### src/design/fir_dec_pkg.sv
// ============================================================================
// fir_dec_pkg
// Shared types and constants for the decimating Q15 FIR filter.
// ============================================================================
package fir_dec_pkg;

    localparam int TAPS_DEF   = 7;
    localparam int DECIM_DEF  = 5;
    localparam int SAMPLE_W   = 16;
    localparam int PROD_W     = 2 * SAMPLE_W;
    localparam int Q_SHIFT    = 15;
    localparam int CFG_IDX_W  = 3;
    localparam int CFG_DATA_W = 16;
    localparam int MODE_W     = 2;

    localparam logic [CFG_IDX_W-1:0] CFG_MODE  = 3'd0;
    localparam logic [CFG_IDX_W-1:0] CFG_COEF0 = 3'd1;

    localparam logic [MODE_W-1:0] MODE_IDENT = 2'd0;
    localparam logic [MODE_W-1:0] MODE_FIR   = 2'd1;
    localparam logic [MODE_W-1:0] MODE_DECIM = 2'd2;

    typedef struct packed {
        logic                  we;
        logic [CFG_IDX_W-1:0]  idx;
        logic [CFG_DATA_W-1:0] data;
    } t_cfg_wr;

    typedef struct packed {
        logic valid;
        logic ident;
    } t_line_stat;

endpackage

### src/design/fir_dec_line.sv
// ============================================================================
// fir_dec_line
// Delay line, mode register and decimation phase; marks which samples give
// a result.
// ============================================================================
module fir_dec_line
    import fir_dec_pkg::*;
#(
    parameter int TAPS         = TAPS_DEF,
    parameter int DECIM_FACTOR = DECIM_DEF
) (
    input  logic                       i_clk,
    input  logic                       i_rst_n,
    input  t_cfg_wr                    i_cfg,
    input  logic                       i_accept,
    input  logic signed [SAMPLE_W-1:0] i_sample,
    input  logic                       i_take,
    output logic signed [SAMPLE_W-1:0] o_line [TAPS],
    output t_line_stat                 o_stat
);

    localparam int PH_W = $clog2(DECIM_FACTOR);
    localparam logic [PH_W-1:0] PH_LAST = PH_W'(DECIM_FACTOR - 1);

    logic [MODE_W-1:0]          r_mode;
    logic signed [SAMPLE_W-1:0] r_line [TAPS];
    logic [PH_W-1:0]            r_phase;
    logic [PH_W-1:0]            n_phase;
    logic                       r_valid;
    logic                       r_ident;
    logic                       n_emit;
    logic                       n_ident;

    always_comb begin
        n_phase = '0;
        n_emit  = 1'b1;
        n_ident = 1'b0;
        case (r_mode)
            MODE_FIR: begin
                n_ident = 1'b0;
            end
            MODE_DECIM: begin
                if (r_phase >= PH_LAST) begin
                    n_phase = '0;
                end else begin
                    n_phase = r_phase + 1'b1;
                    n_emit  = 1'b0;
                end
            end
            default: begin
                n_ident = 1'b1;
            end
        endcase
    end

    always_ff @(posedge i_clk) begin
        if (!i_rst_n) begin
            r_mode  <= MODE_IDENT;
            r_phase <= '0;
            r_valid <= 1'b0;
            r_ident <= 1'b0;
            for (int k = 0; k < TAPS; k++) begin
                r_line[k] <= '0;
            end
        end else begin
            if (i_cfg.we && i_cfg.idx == CFG_MODE) begin
                r_mode <= i_cfg.data[MODE_W-1:0];
            end
            if (i_accept) begin
                r_line[0] <= i_sample;
                for (int k = 1; k < TAPS; k++) begin
                    r_line[k] <= r_line[k-1];
                end
                r_phase <= n_phase;
                r_valid <= n_emit;
                r_ident <= n_ident;
            end else if (i_take) begin
                r_valid <= 1'b0;
            end
        end
    end

    assign o_line       = r_line;
    assign o_stat.valid = r_valid;
    assign o_stat.ident = r_ident;

endmodule

### config.mk
export PLATFORM = sky130hd
export DESIGN_NAME = fir_dec_line
export DESIGN_NICKNAME = d
export VERILOG_FILES = /design/src/design/fir_dec_pkg.sv /design/src/design/fir_dec_line.sv
export SDC_FILE = /design/constraint.sdc
export NUM_CORES = 1
export LEC_CHECK = 0
export BUFFER_PORTS_ARGS = -buffer_cell sky130_fd_sc_hd__buf_2
export CAP_MARGIN = 20
export CELL_PAD_IN_SITES_DETAIL_PLACEMENT = 0
export CELL_PAD_IN_SITES_GLOBAL_PLACEMENT = 1
export CORE_UTILIZATION = 39
export DETAILED_ROUTE_END_ITERATION = 12
export PLACE_DENSITY = 0.83
export SLEW_MARGIN = 20
export SYNTH_ARGS = -nofsm -noshare
export SYNTH_HDL_FRONTEND = slang
export SYNTH_SLANG_ARGS = --single-unit
export TNS_END_PERCENT = 20
### constraint.sdc
create_clock -name i_clk -period 1.3 [get_ports i_clk]
set_clock_uncertainty 0.15 [all_clocks]
set_input_delay 0.26 -clock i_clk [delete_from_list [all_inputs] [get_ports i_clk]]
set_output_delay 0.26 -clock i_clk [all_outputs]
set_load 0.1 [all_outputs]
==> impl_summary.log <==
[metrics] outcome: complete, but fails checks
[metrics] violations in the final reports: design-rule violations, negative setup slack
[metrics] most repeated cell in the gate-level netlist after synthesis: dfxtp_1
[metrics] top cell type's share of synthesized area: 50.9%
[metrics] actual transition at the worst max-transition pin: 260 ps
[metrics] area leader, netlist: dfxtp_1
[metrics] CTS Buf Count: 17
[metrics] share of synthesized registers carrying an async set or reset: 0%
[metrics] overflow left after global routing: 0
[metrics] Worst Setup Start Kind: register
[metrics] sum of buffers and inverters on the critical path: 1
[metrics] Row Count: 39
[metrics] ys flop type: dfxtp_1
[metrics] CP required: 890 ps
[metrics] share of layout cells above drive strength 1: 55.1%
[metrics] sum of internal, switching and leakage power: 9.92 mW
[metrics] via-per-instance ratio: 4.73
[metrics] top post-synthesis cells by area: dfxtp_1 51%, mux2i_1 24%, nor2b_1 15%
[metrics] Core Area: 11600 um2
[metrics] Netlist Area Pre-Place: 4680 um2
[metrics] GPL Wtd Cong: 0.693
[metrics] crit-path max FO: 2
[metrics] Die Width: 112 um
[metrics] count of nets left with antenna violations after detail routing: 0
[metrics] # IOs: 154
[metrics] number of nets in the final layout: 640
[metrics] Worst Hold Launch: i_take
[metrics] count of port buffers added during placement: 139
[metrics] H-tree depth reported by CTS: 4
[metrics] final hold vios: 0
[metrics] Post-Synthesis Cells: 400
[metrics] clock latency on the worst-skew pair: 410 ps
[metrics] clock-pin slew of the registers on the worst-case setup and hold paths: 60 ps
[metrics] first-pass GRT wire length: 19.3 mm
[metrics] vias in the first global route: 3693
[metrics] family with the most delay on the worst path: flip-flops
[metrics] biggest cell delay along the critical path: 370 ps
[metrics] max-cap viol count: 0
[metrics] Pre-antenna DRT Iters: 8
[metrics] Area Overhead vs Synth: 84.3%
[metrics] unrepaired setup endpoints after global routing: yes
[metrics] 1st-iter DRT viols: 104
[metrics] initial antenna violation count: 0
[metrics] yosys warns: 0
[metrics] IR Drop Worst-Case VDD: 0.901 mV
[metrics] power density normalized to cell area: 1150 nW/um2
[metrics] final critical-path required period: 1370 ps
[metrics] pin count of the biggest net entering global routing: 72
[metrics] number of flops mapped to enable cells by yosys: 0
[metrics] diode insertion count for antenna repair: 0
[metrics] Worst path slowest cell: dfxtp_4
[metrics] number of filler instances in the final layout: 731
[metrics] sort of element at the end of the critical path: output port
[metrics] synthesized netlist net count: 443
[metrics] worst min-delay path class: in2reg
[metrics] DRC violations left: 9
[metrics] static leakage power: 3.58 nW
[metrics] total length of routed wires: 12.0 mm
[metrics] mean post-synth cell area: 11.7 um2
[metrics] buffer depth of the longest clock path: 2
[metrics] average detailed-routed wire length per instance: 15.9 um
[metrics] hpwl dp: 7.73 mm
[metrics] CP Cell Sequence: buf_12
[metrics] Max-Slew Margin vs Limit: 82.4%
[metrics] timing-limited maximum frequency: 732 MHz
[metrics] slack of the critical path: -66.8 ps
[metrics] vertical die dimension: 112 um
[metrics] source of the critical timing path: o_line[35]$_SDFFE_PN0P_
[metrics] routed vias: 3558
[metrics] total area of multi-input combinational cells: 2000 um2
[metrics] pins over their slew limit: 0
[metrics] Total Die Area: 12400 um2
[metrics] root buf cell: clkbuf_16
[metrics] clk sinks: 119
[metrics] Finish-stage setup viols: 114
[metrics] worst endpoint data arrival time: 960 ps
[metrics] fraction of the cycle the final worst path needs: 105%
[metrics] Tot GR Track Use: 19.7%
[metrics] initial core utilization: 40.5%
[metrics] total area of sequential cells: 2740 um2
[metrics] sequential area share after synthesis: 50.9%
[metrics] synth cell count leaders: 119 x dfxtp_1, 115 x nor2b_1, 113 x mux2i_1, 12 x clkbuf_1, 10 x buf_12
[metrics] number of synthesized register bits: 119
[metrics] count of cell types in the netlist: 17
[metrics] fraction of the core area covered by cells at the end of the flow: 74.6%
[metrics] clock tree from TritonCTS: done
[metrics] startpoint of the lowest-slack register-to-register path: r_mode[0]$_SDFFE_PN0P_
[metrics] critical path start-end classification: reg2out
==> sequential cells by signal (all words and copies together), names as in the netlist <==
name	cells
r_valid	1
r_ident	1
r_mode	2
r_phase	3
o_line	112
==> cells by family after synthesis <==
| logic type | after synthesis | share of synthesized area, % |
|---|---|---|
| simple gates | 127 | 16.8 |
| flops | 119 | 50.9 |
| mux | 113 | 24.2 |
| buf+inv | 32 | 6.49 |
| compound gates | 6 | 0.855 |
| fa+ha+maj | 3 | 0.802 |
==> metrics by stage <==
stage / cell area, um2 / setup TNS [ps] / std cells / setup WS, ps / hold slack, ps
floorplan: 4680 / -20690 / 400 / -140 / 240
global placement: 7190 / 0 / 669 / 48.0 / 310
detailed placement: 7190 / -59.5 / 669 / -30.4 / 318
CTS: 8470 / -7430 / 744 / -77.1 / 1.33
global route: 8630 / -8740 / 753 / -88.8 / 22.9
finish: 8630 / -5700 / 753 / -66.8 / 13.2
==> placed cells by master, fill, tap and decap left out, drive strengths merged <==
| cell type | Yosys | final |
|---|---|---|
| nor2b | 115 | 115 |
| dfxtp | 119 | 119 |
| clkinv | 0 | 5 |
| a21boi | 3 | 3 |
| nor3b | 1 | 1 |
| ha | 3 | 3 |
| o21ai | 2 | 2 |
| buf | 17 | 189 |
| mux2i | 113 | 113 |
| clkinvlp | 0 | 2 |
| dlygate4sd3 | 0 | 18 |
| bufinv | 0 | 4 |
| inv | 3 | 6 |
| nand2 | 2 | 2 |
| o21a | 1 | 1 |
| clkbuf | 12 | 18 |
| nand2b | 3 | 3 |
| nand3 | 5 | 5 |
| nor4b | 1 | 1 |
==> where the power goes <==
group	internal [mW]	switching, mW
combinational	0.543	0.727
sequential	3.58	0.0839
clock	3.27	1.71
total	7.40	2.52
==> per-layer routing <==
metal,vias up,track usage (%),share of wire [%]
li1,1736,-,-
met1,1694,22.9,42
met2,109,33.9,50
met3,19,6.64,6.2
met4,0,6.85,1.5
met5,-,0,0
==> area by class of cell <==
cell class	instances	share of cell area [%]
sequential	119	31.8
inverter	3	0.131
multi-input combinational	249	23.2
timing repair buffer	207	35.4
tap	143	2.07
clock buffer	18	5.09
clock inverter	14	2.29
==> worst paths after layout <==
path	end	slack, ps	cells past startpoint
worst max-delay path	o_line[35]	-70	1
worst min-delay path	r_valid$_SDFFE_PN0P_	10	3
worst max register to register	r_phase[2]$_SDFFE_PN0P_	120	5
worst min register to register	r_mode[1]$_SDFFE_PN0P_	330	2
==> timing repair <==
action | CTS | global route
hold endpoints to repair | 18 | 0
gates resized for setup | 169 | 34
setup buffers | 25 | 9
hold buffers | 18 | 0
endpoints found under the setup margin | 115 | 116
No activity file was read; power rests on OpenSTA's default activity.
